--- config.mk ---
export PLATFORM = sky130hd
export DESIGN_NAME = dhlt_cordic_cell
export DESIGN_NICKNAME = d
export VERILOG_FILES = /design/src/rtl/dhlt_pkg.sv /design/src/rtl/dhlt_cordic_cell.sv
export SDC_FILE = /design/constraint.sdc
export NUM_CORES = 1
export LEC_CHECK = 0
export ABC_CLOCK_PERIOD_IN_PS = 7000
export CAP_MARGIN = 30
export CORE_UTILIZATION = 36
export DETAILED_ROUTE_END_ITERATION = 6
export DONT_BUFFER_PORTS = 1
export PLACE_DENSITY = 0.6
export SYNTH_ARGS = -nofsm -noshare
export SYNTH_HDL_FRONTEND = slang
export SYNTH_SLANG_ARGS = --single-unit
--- constraint.sdc ---
create_clock -name clk -period 7 [get_ports clk]
set_input_delay 0 -clock clk [delete_from_list [all_inputs] [get_ports clk]]
set_output_delay 0 -clock clk [all_outputs]
set_load 0.005 [all_outputs]
--- src/rtl/dhlt_pkg.sv ---
package dhlt_pkg;

    localparam int TAB_LEN = 30;
    localparam int TRIG_ITERATIONS_DEFAULT = 16;

    localparam int CORDIC_W = 34;
    localparam int Z_W = 33;
    localparam int TRIG_W = 18;
    localparam int PROD_W = 50;

    localparam logic [31:0] GAIN_Q30 = 32'd652032874;
    localparam logic [31:0] TURN_HI = 32'd10430;
    localparam logic [31:0] TURN_LO = 32'd1625002897;
    localparam logic signed [TRIG_W-1:0] ONE_Q16 = 18'sd65536;

    localparam logic [31:0] ATAN_TAB [TAB_LEN] = '{
        32'h20000000, 32'h12E4051E, 32'h09FB385B, 32'h051111D4, 32'h028B0D43,
        32'h0145D7E1, 32'h00A2F61E, 32'h00517C55, 32'h0028BE53, 32'h00145F2F,
        32'h000A2F98, 32'h000517CC, 32'h00028BE6, 32'h000145F3, 32'h0000A2FA,
        32'h0000517D, 32'h000028BE, 32'h0000145F, 32'h00000A30, 32'h00000518,
        32'h0000028C, 32'h00000146, 32'h000000A3, 32'h00000051, 32'h00000029,
        32'h00000014, 32'h0000000A, 32'h00000005, 32'h00000003, 32'h00000001
    };

    typedef enum logic [2:0] {
        REG_TWIST     = 3'd0,
        REG_LENGTH    = 3'd1,
        REG_ROTATION  = 3'd2,
        REG_OFFSET    = 3'd3,
        REG_PRISMATIC = 3'd4
    } reg_index_t;

    typedef struct packed {
        logic signed [CORDIC_W-1:0] x;
        logic signed [CORDIC_W-1:0] y;
        logic signed [Z_W-1:0]      z;
    } lane_t;

    typedef struct packed {
        logic [1:0]         q_theta;
        logic [1:0]         q_alpha;
        logic signed [31:0] link_length;
        logic signed [31:0] pos_z;
    } side_t;

    typedef struct packed {
        lane_t theta;
        lane_t alpha;
        side_t side;
    } cordic_t;

    // Packed with rot_00 in the lowest bits.
    typedef struct packed {
        logic signed [31:0] pos_z;
        logic signed [31:0] rot_22;
        logic signed [31:0] rot_21;
        logic signed [31:0] pos_y;
        logic signed [31:0] rot_12;
        logic signed [31:0] rot_11;
        logic signed [31:0] rot_10;
        logic signed [31:0] pos_x;
        logic signed [31:0] rot_02;
        logic signed [31:0] rot_01;
        logic signed [31:0] rot_00;
    } out_t;

endpackage

--- src/rtl/dhlt_cordic_cell.sv ---
module dhlt_cordic_cell
    import dhlt_pkg::*;
#(
    parameter int SHIFT = 0
)
(
    input  logic    clk,
    input  logic    rst_n,
    input  logic    in_valid,
    output logic    in_ready,
    input  cordic_t in_data,
    output logic    out_valid,
    input  logic    out_ready,
    output cordic_t out_data
);

    localparam logic signed [Z_W-1:0] ATAN_STEP = Z_W'(ATAN_TAB[SHIFT]);

    function automatic lane_t rotate(lane_t l);
        logic signed [CORDIC_W-1:0] xs;
        logic signed [CORDIC_W-1:0] ys;
        lane_t                      r;
        xs = l.x >>> SHIFT;
        ys = l.y >>> SHIFT;
        if (!l.z[Z_W-1])
        begin
            r.x = l.x - ys;
            r.y = l.y + xs;
            r.z = l.z - ATAN_STEP;
        end
        else
        begin
            r.x = l.x + ys;
            r.y = l.y - xs;
            r.z = l.z + ATAN_STEP;
        end
        return r;
    endfunction

    logic    valid_reg;
    logic    valid_next;
    cordic_t data_reg;
    cordic_t data_next;

    assign in_ready = !valid_reg || out_ready;

    always_comb
    begin
        valid_next = in_ready ? in_valid : 1'b1;
        data_next.theta = rotate(in_data.theta);
        data_next.alpha = rotate(in_data.alpha);
        data_next.side = in_data.side;
    end

    always_ff @(posedge clk or negedge rst_n)
    begin
        if (!rst_n)
        begin
            valid_reg <= 1'b0;
        end
        else
        begin
            valid_reg <= valid_next;
        end
    end

    always_ff @(posedge clk)
    begin
        if (in_valid && in_ready)
        begin
            data_reg <= data_next;
        end
    end

    assign out_valid = valid_reg;
    assign out_data = data_reg;

endmodule

Word level (Yosys, flattened, before mapping) --
Index checks and enable logic that the tools add are counted.
Word-level totals: register bits after elaboration 271, latch bits 0, memory bits (writable) 0, bits in read-only memories 0, input port bits 274, output and inout bits 272, logic and storage cells 27, memories 0
Cells by class: add/sub/neg operators 10, multiply operators 0, divide/modulo/power cells 0, $lt $le $gt $ge 0, eq/ne operators 0, shift operators 0, mux-type cells 3, bitwise operators 0, reduce and logical (&&, ||, !) cells 3
Operators by type and width (number):
- $mux 101 | 2
- $sub 34x34->34 | 4
- $add 34x34->34 | 2
- $add 33x31->33 const B | 2
- $sub 33x31->33 const B | 2
- $logic_and 1x1->1 | 1
- $logic_not 1->1 | 1
- $logic_or 1x1->1 | 1
- $mux 1 | 1

Logic depth before layout (Yosys ltp) --
depth in word-level cells 3, depth in mapped cells 14, gate-level depth less buffers 13

Worst setup path before layout --
Ideal clock, no wire load.
kind reg2reg, from register valid_reg, in the netlist out_valid, to register data_reg (netlist bit out_data[0]), enable pin, arrival 6613 ps, required time 6336 ps, path slack -277 ps, stages on the path, launching flop included 3, path through dfrtp_1 -> nand2b_1 -> and2_1
On the way: word-level cells in the longest chain between the ends 3
Ends and longest elaborated chain:
- start: declaration | RTL line dhlt_cordic_cell.sv:40 | logic valid_reg;
- start signal: assignment | RTL line dhlt_cordic_cell.sv:63 | valid_reg <= valid_next;
- $logic_not 1->1 | RTL line dhlt_cordic_cell.sv:45 | assign in_ready = !valid_reg || out_ready;
- $logic_or 1x1->1 | RTL line dhlt_cordic_cell.sv:45
- net in_ready | RTL line dhlt_cordic_cell.sv:10 | output logic in_ready,
- $logic_and 1x1->1 | RTL line dhlt_cordic_cell.sv:69 | if (in_valid && in_ready)
- end signal: assignment | RTL line dhlt_cordic_cell.sv:71 | data_reg <= data_next;
- end: declaration | RTL line dhlt_cordic_cell.sv:42 | cordic_t data_reg;
The timed path passes the listed nets, and every way through them passes these cells. A chain may end at the register's enable or synchronous reset.

==> reports/qor.yml <==
run_status:
  status: "complete, no violations"
global_route:
  grt_pass1_vias: 15772
  grt_max_degree: 169
  grt_pass1_wl_mm: 95.70
  antenna_found_initial: 3
  overflow: 0
  grtUsageTotal_pct: 22.07
yosys:
  synth_edf_count: 268
  synth_area_leaders: "edfxtp_1, ha_1, a21oi_1, xnor2_1, inv_1"
  synth_top_area_share_pct: 40.85
  yosys_most_used_dff: "edfxtp_1"
  ys_ff_latch: 269
  ys_seq_area_share_pct: 40.98
  synth_area_um2: 19700
  ys_warn_count: 0
  synth_most_common_cell: "edfxtp_1"
  ys_top_cells_by_count: "edfxtp_1, a21oi_1, inv_1, ha_1, nor2_1"
  async_reset_ff_share_pct: 0.3717
  syn_area_per_cell_um2: 9.694
  synth_cell_types: 95
  yosysTopAreaCell: "edfxtp_1"
  syn_inst: 2032
  syn-num-nets: 2516
cells_and_area:
  n_antenna_cell: 0
  post-route-util_pct: 42.97
  area_delta_synth_final_pct: 17.61
  layoutNonFillerInstCount: 2890
  nets: 2657
  drive_gt1_share_pct: 4.603
die:
  rows: 85
  die_w_um: 235.9
  core_um2: 53920
  die_area_um2: 55660
  die_h_um: 235.9
  io_pins: 546
  initial_utilization_pct: 36.53
min_path:
  hold_class: "primary input to flip-flop"
clock_tree:
  cts_buffer_depth: 3
  cts_resized: 0
  cts_tree: "yes"
  cts_sinks: 269
  clkTransAtPathRegs_ns: 0.06
  numCtsBuffers: 31
  htree_levels: 1
  insertion_delay_ns: 0.58
  clock_tree.root_cell: "clkbuf_16"
sta:
  min_period_over_period_pct: 55.87
  tightest_slew_ns: 1.057
  timing.final.crit_period_ns: 3.911
  timing.fmax_ghz: 0.2557
  relSlewSlack_pct: 29.53
  tns_ns: 0
  skew_ns: 0.01335
  slew_violations: 0
  hold_violations: 0
  setup_violations: 0
  rsz0062_at_grt: "no"
pwr:
  p_clk_share_pct: 32.2
  p_int_mw: 3.409
  seq_power_share_pct: 42.1
  power_frac_comb_pct: 25.6
  p_leak_nw: 9.203
  power_density_nw_per_um2: 213.7
  p_sw_mw: 1.543
  vdd_drop_max_mv: 0.2260
  p_sw_share_pct: 31.16
drt:
  wl_per_cell_um: 22.33
  via_count: 16344
  drtPass1Iterations: 6
  via_per_inst: 5.655
  drc: 0
  ant_nets: 0
  drtIter0Drc: 1354
  routed_wl_mm: 64.53
worst_setup_path:
  cp.required_ns: 7.33
  critical_path_class: "primary input to flip-flop"
  cp_max_fo: 5
  end_kind: "flip-flop"
  crit_arrival_ns: 4.24
  cp-start-kind: "primary input"
job:
  maxCapViolCount: 0
placed_design:
  place_hpwl_mm: 48.50
  portBuffers: 0
  gp_congestion: 0.9384
  dp_cells: 2642
==> sequential cells by signal, indices dropped and copies added, names as in the netlist <==
name,count
out_valid,1
out_data,268
==> layout make-up <==
type                    instances  area [µm²]
clock buffers                  36       794.5
clock inverters                18       192.7
fillers                      5129       30750
inverters                     217       814.5
multi-input cells            1455       10400
flip-flops and latches        269        8073
well taps                     696       870.8
repair buffers                199        2027
==> final timing paths <==
path / depth (start not counted) / end / start / slack, ns
hold reg to reg: 2 / out_data[61] / out_valid / 1.12
min in group asynchronous: 2 / out_valid / rst_n / 0.18
setup reg to reg: 3 / out_data[51] / out_valid / 4.66
hold / removal: 1 / out_data[33] / in_data[33] / 0.04
max in group asynchronous: 2 / out_valid / rst_n / 6.71
setup / recovery: 14 / out_data[235] / in_data[203] / 3.09
==> critical path: stages <==
cell	delay, ns
dlygate4sd3_1	0.66
inv_1	0.12
ha_1	0.33
nor2b_1	0.15
o31ai_1	0.28
a211oi_1	0.21
a221o_1	0.46
a21oi_1	0.19
o21ai_1	0.13
o31ai_2	0.75
o21bai_1	0.11
a21oi_1	0.21
xor2_1	0.08
dlygate4sd3_1	0.55
==> kinds of logic after synthesis <==
| logic type | synth area share [%] |
|---|---|
| AOI/OAI and AO/OA | 21.33 |
| xor gates and xnor gates | 5.869 |
| adders and majority gates | 13.64 |
| buffers and inverters | 6.256 |
| DFF | 40.98 |
| muxes | 1.220 |
| and+or+nand+nor | 10.70 |
==> metrics by stage <==
| stage | total power, mW | area (µm²) | worst slack, ns | hold WS (ns) |
|---|---|---|---|---|
| floorplan | 2.933 | 19700 | 2.753 | -0.2956 |
| global placement | 3.240 | 20200 | 3.786 | -0.2956 |
| detailed placement | 3.238 | 20200 | 3.739 | -0.2956 |
| CTS | 4.986 | 23170 | 3.215 | 0.0001909 |
| global route | 5.170 | 23170 | 2.979 | 0.006798 |
| finish | 4.952 | 23170 | 3.089 | 0.03812 |
==> metal layers <==
metal | vias up | share of wire, % | GRT usage [%]
li1 | 7580 | - | -
met1 | 7888 | 41 | 27.74
met2 | 751 | 49 | 37.94
met3 | 119 | 7.3 | 4.049
met4 | 6 | 3.3 | 7.388
met5 | - | 0.057 | 0
==> placed cells by master, fill, tap and decap left out, types with 11 or more instances in the layout <==
| master | instances |
|---|---|
| a211oi_1 | 17 |
| a21o_1 | 48 |
| a21oi_1 | 228 |
| a31oi_1 | 13 |
| clkbuf_16 | 31 |
| dlygate4sd3_1 | 192 |
| edfxtp_1 | 268 |
| ha_1 | 202 |
| inv_1 | 209 |
| mux2i_1 | 24 |
| nand2_1 | 81 |
| nand2b_1 | 28 |
| nand3_1 | 22 |
| nand4_1 | 21 |
| nor2_1 | 171 |
| nor2b_1 | 22 |
| nor3_1 | 34 |
| nor4_1 | 11 |
| o211ai_1 | 11 |
| o21a_1 | 16 |
| o21ai_0 | 128 |
| o21ai_1 | 14 |
| o21bai_1 | 44 |
| o31ai_1 | 16 |
| or3_1 | 17 |
| xnor2_1 | 107 |
| xor2_1 | 25 |
==> power by group through the flow <==
stage / sequential, mW / clock (mW) / combinational [mW]
global route: 2.10 / 1.69 / 1.38
finish: 2.09 / 1.60 / 1.27
detailed placement: 2.12 / 0 / 1.12
CTS: 2.09 / 1.65 / 1.25
floorplan: 2.08 / 0 / 0.855
global placement: 2.12 / 0 / 1.12
==> timing repair <==
action / CTS / global route
hold buffers: 194 / 0
setup buffers: 0 / 0
endpoints found under the setup margin: 0 / 0
hold endpoints to repair: 272 / 0
Note: power is estimated with default switching activity, not from simulation.
