`config.mk`:
```
export PLATFORM = sky130hd
export DESIGN_NAME = dhlt_phase
export DESIGN_NICKNAME = d
export VERILOG_FILES = /design/src/rtl/dhlt_pkg.sv /design/src/rtl/dhlt_phase.sv
export SDC_FILE = /design/constraint.sdc
export NUM_CORES = 2
export LEC_CHECK = 0
export ABC_AREA = 1
export ABC_CLOCK_PERIOD_IN_PS = 9400
export BUFFER_PORTS_ARGS = -buffer_cell sky130_fd_sc_hd__buf_4
export CAP_MARGIN = 20
export CORE_ASPECT_RATIO = 1.25
export CORE_UTILIZATION = 60
export DETAILED_ROUTE_END_ITERATION = 7
export GPL_ROUTABILITY_DRIVEN = 0
export GPL_TIMING_DRIVEN = 0
export PLACE_DENSITY = 0.79
export SYNTH_ARGS = -nofsm -noshare
export SYNTH_HDL_FRONTEND = slang
export SYNTH_SLANG_ARGS = --single-unit
```
`constraint.sdc`:
```
create_clock -name clk -period 9.4 [get_ports clk]
set_clock_uncertainty 0.2 [all_clocks]
set_input_delay 1.88 -clock clk [delete_from_list [all_inputs] [get_ports clk]]
set_output_delay 1.88 -clock clk [all_outputs]
set_load 0.005 [all_outputs]
```
`src/rtl/dhlt_pkg.sv`:
```
package dhlt_pkg;

    localparam int TAB_LEN = 30;
    localparam int TRIG_ITERATIONS_DEFAULT = 16;

    localparam int CORDIC_W = 34;
    localparam int Z_W = 33;
    localparam int TRIG_W = 18;
    localparam int PROD_W = 50;

    localparam logic [31:0] GAIN_Q30 = 32'd652032874;
    localparam logic [31:0] TURN_HI = 32'd10430;
    localparam logic [31:0] TURN_LO = 32'd1625002897;
    localparam logic signed [TRIG_W-1:0] ONE_Q16 = 18'sd65536;

    localparam logic [31:0] ATAN_TAB [TAB_LEN] = '{
        32'h20000000, 32'h12E4051E, 32'h09FB385B, 32'h051111D4, 32'h028B0D43,
        32'h0145D7E1, 32'h00A2F61E, 32'h00517C55, 32'h0028BE53, 32'h00145F2F,
        32'h000A2F98, 32'h000517CC, 32'h00028BE6, 32'h000145F3, 32'h0000A2FA,
        32'h0000517D, 32'h000028BE, 32'h0000145F, 32'h00000A30, 32'h00000518,
        32'h0000028C, 32'h00000146, 32'h000000A3, 32'h00000051, 32'h00000029,
        32'h00000014, 32'h0000000A, 32'h00000005, 32'h00000003, 32'h00000001
    };

    typedef enum logic [2:0] {
        REG_TWIST     = 3'd0,
        REG_LENGTH    = 3'd1,
        REG_ROTATION  = 3'd2,
        REG_OFFSET    = 3'd3,
        REG_PRISMATIC = 3'd4
    } reg_index_t;

    typedef struct packed {
        logic signed [CORDIC_W-1:0] x;
        logic signed [CORDIC_W-1:0] y;
        logic signed [Z_W-1:0]      z;
    } lane_t;

    typedef struct packed {
        logic [1:0]         q_theta;
        logic [1:0]         q_alpha;
        logic signed [31:0] link_length;
        logic signed [31:0] pos_z;
    } side_t;

    typedef struct packed {
        lane_t theta;
        lane_t alpha;
        side_t side;
    } cordic_t;

    // Packed with rot_00 in the lowest bits.
    typedef struct packed {
        logic signed [31:0] pos_z;
        logic signed [31:0] rot_22;
        logic signed [31:0] rot_21;
        logic signed [31:0] pos_y;
        logic signed [31:0] rot_12;
        logic signed [31:0] rot_11;
        logic signed [31:0] rot_10;
        logic signed [31:0] pos_x;
        logic signed [31:0] rot_02;
        logic signed [31:0] rot_01;
        logic signed [31:0] rot_00;
    } out_t;

endpackage

```
`src/rtl/dhlt_phase.sv`:
```
module dhlt_phase
    import dhlt_pkg::*;
(
    input  logic               clk,
    input  logic               rst_n,
    input  logic               in_valid,
    output logic               in_ready,
    input  logic signed [31:0] theta,
    input  logic signed [31:0] alpha,
    input  side_t              side_in,
    output logic               out_valid,
    input  logic               out_ready,
    output cordic_t            out_data
);

    typedef struct packed {
        logic        neg;
        logic [31:0] hi;
        logic [30:0] lo;
    } prod_t;

    typedef struct packed {
        prod_t theta;
        prod_t alpha;
        side_t side;
    } stage_t;

    function automatic prod_t phase_product(logic signed [31:0] ang);
        logic [31:0] mag;
        logic [45:0] hi;
        logic [62:0] lo;
        prod_t       r;
        mag = ang[31] ? 32'(-ang) : 32'(ang);
        hi = 46'(mag) * 46'(TURN_HI);
        lo = 63'(mag) * 63'(TURN_LO);
        r.neg = ang[31];
        r.hi = hi[31:0];
        r.lo = lo[62:32];
        return r;
    endfunction

    function automatic logic [31:0] phase_of(prod_t p);
        logic [31:0] ph;
        ph = p.hi + {1'b0, p.lo};
        if (p.neg)
        begin
            ph = 32'd0 - ph;
        end
        return ph;
    endfunction

    function automatic logic [1:0] quadrant(logic [31:0] ph);
        logic [31:0] t;
        t = ph + 32'h2000_0000;
        return t[31:30];
    endfunction

    function automatic lane_t lane_start(logic [31:0] ph);
        logic [31:0] rr;
        lane_t       l;
        rr = ph - {quadrant(ph), 30'd0};
        l.x = CORDIC_W'(GAIN_Q30);
        l.y = '0;
        l.z = {{(Z_W-32){rr[31]}}, rr};
        return l;
    endfunction

    logic    s1_valid_reg;
    logic    s1_valid_next;
    stage_t  s1_data_reg;
    stage_t  s1_data_next;
    logic    s1_ready;
    logic    s2_valid_reg;
    logic    s2_valid_next;
    cordic_t s2_data_reg;
    cordic_t s2_data_next;
    logic [31:0] ph_theta;
    logic [31:0] ph_alpha;

    assign s1_ready = !s2_valid_reg || out_ready;
    assign in_ready = !s1_valid_reg || s1_ready;

    always_comb
    begin
        s1_valid_next = in_ready ? in_valid : 1'b1;
        s1_data_next.theta = phase_product(theta);
        s1_data_next.alpha = phase_product(alpha);
        s1_data_next.side = side_in;

        s2_valid_next = s1_ready ? s1_valid_reg : 1'b1;
        ph_theta = phase_of(s1_data_reg.theta);
        ph_alpha = phase_of(s1_data_reg.alpha);
        s2_data_next.theta = lane_start(ph_theta);
        s2_data_next.alpha = lane_start(ph_alpha);
        s2_data_next.side = s1_data_reg.side;
        s2_data_next.side.q_theta = quadrant(ph_theta);
        s2_data_next.side.q_alpha = quadrant(ph_alpha);
    end

    always_ff @(posedge clk or negedge rst_n)
    begin
        if (!rst_n)
        begin
            s1_valid_reg <= 1'b0;
            s2_valid_reg <= 1'b0;
        end
        else
        begin
            s1_valid_reg <= s1_valid_next;
            s2_valid_reg <= s2_valid_next;
        end
    end

    always_ff @(posedge clk)
    begin
        if (in_valid && in_ready)
        begin
            s1_data_reg <= s1_data_next;
        end
        if (s1_valid_reg && s1_ready)
        begin
            s2_data_reg <= s2_data_next;
        end
    end

    assign out_valid = s2_valid_reg;
    assign out_data = s2_data_reg;

endmodule

```
After elaboration in Yosys (flattened, before gate mapping)
Index checks and enable logic that the tools add are counted.
- input port bits: 136
- output and inout port bits: 272
- flip-flop bits (word level): 324
- logic and storage cells: 42
- reductions and logical operators: 6
- $mul: 4
- add/sub/neg operators: 10
- muxes and demuxes: 6
- operators by type and width (cell ; number):
    32-bit 2-to-1 mux ; 4
    32-bit by 31-bit multiplier with 63-bit output, second input constant ; 2
    32-bit by 30-bit adder with 32-bit output, second input constant ; 2
    32-bit by 31-bit adder with 32-bit output ; 2
    32-bit by 13-bit multiplier with 31-bit output, second input constant ; 2
    32-bit negation ; 2
    1-bit by 32-bit subtractor with 32-bit output, first input constant ; 2
    32-bit subtractor ; 2
    1-bit logical AND ; 2
    1-bit logical NOT ; 2
    1-bit logical OR ; 2
    1-bit 2-to-1 mux ; 2

Logic depth before layout (Yosys ltp)
- depth after elaboration: 5
- mapped depth: 39
- depth with buffers taken out: 39

Worst setup path after synthesis
Ideal clock, no wire load.
- kind: input to register
- start: in theta[2]
- end: reg s1_data_reg[159] in the netlist's numbering, data pin
- arrival: 9018 ps
- path buffers: 0
- slack: -80 ps
- stages on the path: 35
- cell sequence: inv_1 -> nand3_1 -> nor2_1 -> nand2_1 -> nor3_2 -> nand3_1 -> nor2_2 -> nand4_1 -> inv_1 -> nand2_1 -> nor2_1 -> nand3b_1 -> nand2_1 -> xor2_1 -> inv_1 -> fa_1 -> inv_1 -> ha_1 -> inv_1 -> fa_1 -> fa_1 -> inv_1 -> fa_1 -> fa_1 -> fa_1 -> ha_1 -> ha_1 -> nand2_1 -> nor2_1 -> inv_1 -> nor4_1 -> o211ai_1 -> nand3_1 -> a21oi_1 -> xor2_1
- RTL lines (what ; line ; RTL):
    from (decl) ; dhlt_phase.sv:8 ; input logic signed [31:0] theta,
    to (signal assigned) ; dhlt_phase.sv:118 ; s1_data_reg <= s1_data_next;
    to (decl) ; dhlt_phase.sv:70 ; stage_t s1_data_reg;

==> summary.txt <==
Synthesis
  • Synth area leaders: fa_1 (29%), ha_1 (20%), edfxtp_1 (15%)
  • Synth Instances: 6922
  • Synth area leader: fa_1
  • Top cell type's share of synthesized area: 0.293
  • Synth Register Bits: 324
  • Post-Syn Area: 0.0624 sq mm
  • Sequential area share after synthesis: 0.156
  • Distinct cells, synth: 64
  • Synth warn: 0
  • Top_reg_cell synth: edfxtp_1
  • Number of flops mapped to enable cells by yosys: 322
  • Async S/R FF share, synth: 0.00617
  • Post-Syn Area per Cell: 9.01 sq um

Clocking
  • Sink Count: 324
  • Clk pin slew, worst setup/hold paths: 0.07 ns
  • CTS tree: done
  • Clock Tree Root: clkbuf_16
  • CTS H-tree lvls: 2
  • CTS buffer count: 34
  • Clk_lat worst skew: 0.53 ns
  • CTS Hold Bufs: 0
  • CTS Buffer Depth: 3

Die
  • Core area: 0.103 sq mm
  • Die Wd: 290 um
  • Die height: 363 um
  • Die Footprint: 0.105 sq mm
  • Num rows: 131
  • I/O pins: 408
  • Initial core utilization: 0.608

Routing
  • Vias: 53459
  • DRT Wirelength: 218000 um
  • Total iterations of the first detailed-routing run: 8
  • Post-detailed-route via-to-cell ratio: 5.96
  • Routed len/inst: 24.3 um
  • Initial DRC Count: 5521
  • Post-route ant nets: 0
  • Remaining routing DRC violations: 35

STA
  • Final setup fails: 56
  • Final min period: 10.53 ns
  • Hold Fails Final Rpt: 0
  • Max Fclk: 95.0 MHz
  • Max-slew violations: 0
  • Final TNS setup: -23.00 ns
  • RSZ-0062 raised after global routing: yes
  • Actual slew at the worst max-slew pin: 1.36 ns
  • PnR worst setup slack: -1.13 ns
  • Period utilisation layout: 1.12
  • Slew Limit Headroom: 0.0889

Setup path
  • Worst Setup End Kind: flop
  • Setup CP Type: input port to flop
  • Worst setup SP type: input port
  • Slowest stage cell, crit path: fa_1
  • CP Data Required Time: 9.48 ns
  • CP max FO: 4
  • Crit path DAT: 10.61 ns
  • CP max stage delay: 0.64 ns
  • Reg2Reg Depth: 20
  • Cell occurring most often along the worst timing path: fa_1

Place
  • DP HPWL: 156000 um
  • Port bufs: 267

Final layout
  • Area growth syn-to-layout: 17.3%
  • Fill cell count: 6813
  • Footprint of the multi-input gates: 0.0481 sq mm
  • Nets: 9673
  • Max FFs per register: 190
  • Register area: 0.00972 sq mm
  • Layout cells sized above 1: 0.169

Global route
  • Overall Global Routing Usage: 0.374
  • Vias in the first global route: 53763
  • Initial antenna violation count: 23
  • Grt ovf: 0
  • First-pass GRT wire length: 298000 um
  • Largest net degree at the start of global routing: 113

Run status
  • Outcome: finished with violations
  • Failing checks: design-rule violations, negative setup slack

Min path
  • Hold Crit Depth: 0
  • Hold WC Path Type: flop to flop

Job
  • Max-Cap Viols: 0
cell families (layout without fill, tap and decap cells):
| kind of cell | after synthesis | count (layout) | synth area share |
|---|---|---|---|
| AOI/OAI and AO/OA | 568 | 568 | 0.0511 |
| xor gates and xnor gates | 307 | 307 | 0.0451 |
| adders and majority gates | 1935 | 1935 | 0.498 |
| buffers and inverters | 2037 | 2608 | 0.131 |
| DFF | 324 | 324 | 0.156 |
| other | 2 | 152 | 0.000120 |
| and+or+nand+nor | 1749 | 1749 | 0.119 |
layout by cell type (no fill, tap or decap), types with 80 or more instances in the layout:
master and n:
ha_1 944, xnor2_1 80, fa_1 880, xor2_1 153, a21oi_1 214, o21ai_0 100, buf_4 607, nand3_1 162
nand2_1 901, conb_1 136, nor2_1 330, edfxtp_1 322, inv_1 1822
cell usage after synthesis, types with 22 or more instances:
library cell	number
fa_1	913
o21a_1	22
o21ai_0	142
xor2_1	207
nand4_1	53
nand3_1	176
nand2_1	960
edfxtp_1	322
xnor2_1	88
nor3_1	45
nor2_1	386
ha_1	1022
a31oi_1	36
inv_1	1878
buf_4	139
a21oi_1	270
through the flow:
stage / setup slack (ns) / std cells / cell area (sq um) / utilization / hold slack (ns)
finish: -1.13 / 8973 / 73200 / 0.714 / 0.217
global route: -1.46 / 8964 / 73200 / 0.713 / 0.224
CTS: -0.0211 / 8850 / 70700 / 0.689 / 0.217
detailed placement: -2.63 / 8687 / 67200 / 0.655 / 0.205
global placement: -3.04 / 8653 / 66600 / 0.649 / 0.200
floorplan: 0.00490 / 7056 / 62900 / - / 0.200
cell type report:
| type | instances | share of cell area |
|---|---|---|
| Clock inverter | 24 | 0.00391 |
| Inverter | 1885 | 0.0976 |
| Sequential cell | 324 | 0.133 |
| Buffer | 150 | 0.0152 |
| Tap cell | 1330 | 0.0227 |
| Timing Repair Buffer | 512 | 0.0582 |
| Antenna cell | 16 | 0.000547 |
| Clock buffer | 37 | 0.0121 |
| Multi-Input combinational cell | 4695 | 0.657 |
final timing paths:
| kind | start | slack, ns | end |
|---|---|---|---|
| max | theta[2] | -1.13 | s1_data_reg[142] |
| min | s1_data_reg[48] | 0.22 | out_data[48] |
| max reg2reg | s1_data_reg[133] | 5.10 | out_data[67] |
| min reg2reg | s1_data_reg[48] | 0.22 | out_data[48] |
| max in group asynchronous | rst_n | 7.98 | out_valid |
| min in group asynchronous | rst_n | 0.93 | s1_valid_reg |
worst max-delay path, delay by kind of cell:
| family | cells | cell delay [ns] |
|---|---|---|
| and+or+nand+nor | 15 | 2.42 |
| xor gates and xnor gates | 2 | 0.53 |
| buffers and inverters | 7 | 1.40 |
| AOI/OAI and AO/OA | 2 | 0.38 |
| adders and majority gates | 9 | 3.94 |
repair_timing:
item / CTS / global route
endpoints found under the setup margin: 82 / 63
setup buffers: 102 / 108
resized for setup: 313 / 384
pin swaps: 105 / 184
hold endpoints to repair: 0 / 0
gates cloned: 1 / 0
metal layers:
metal / routed length [um] / GRT usage
met1: 67300 / 0.396
met2: 97800 / 0.632
met3: 27300 / 0.0972
met4: 24700 / 0.302
met5: 595 / 0
Power is left out: the tool's default activity adds up to more than one toggle a clock period on the data nets, which glitch-free logic cannot reach.
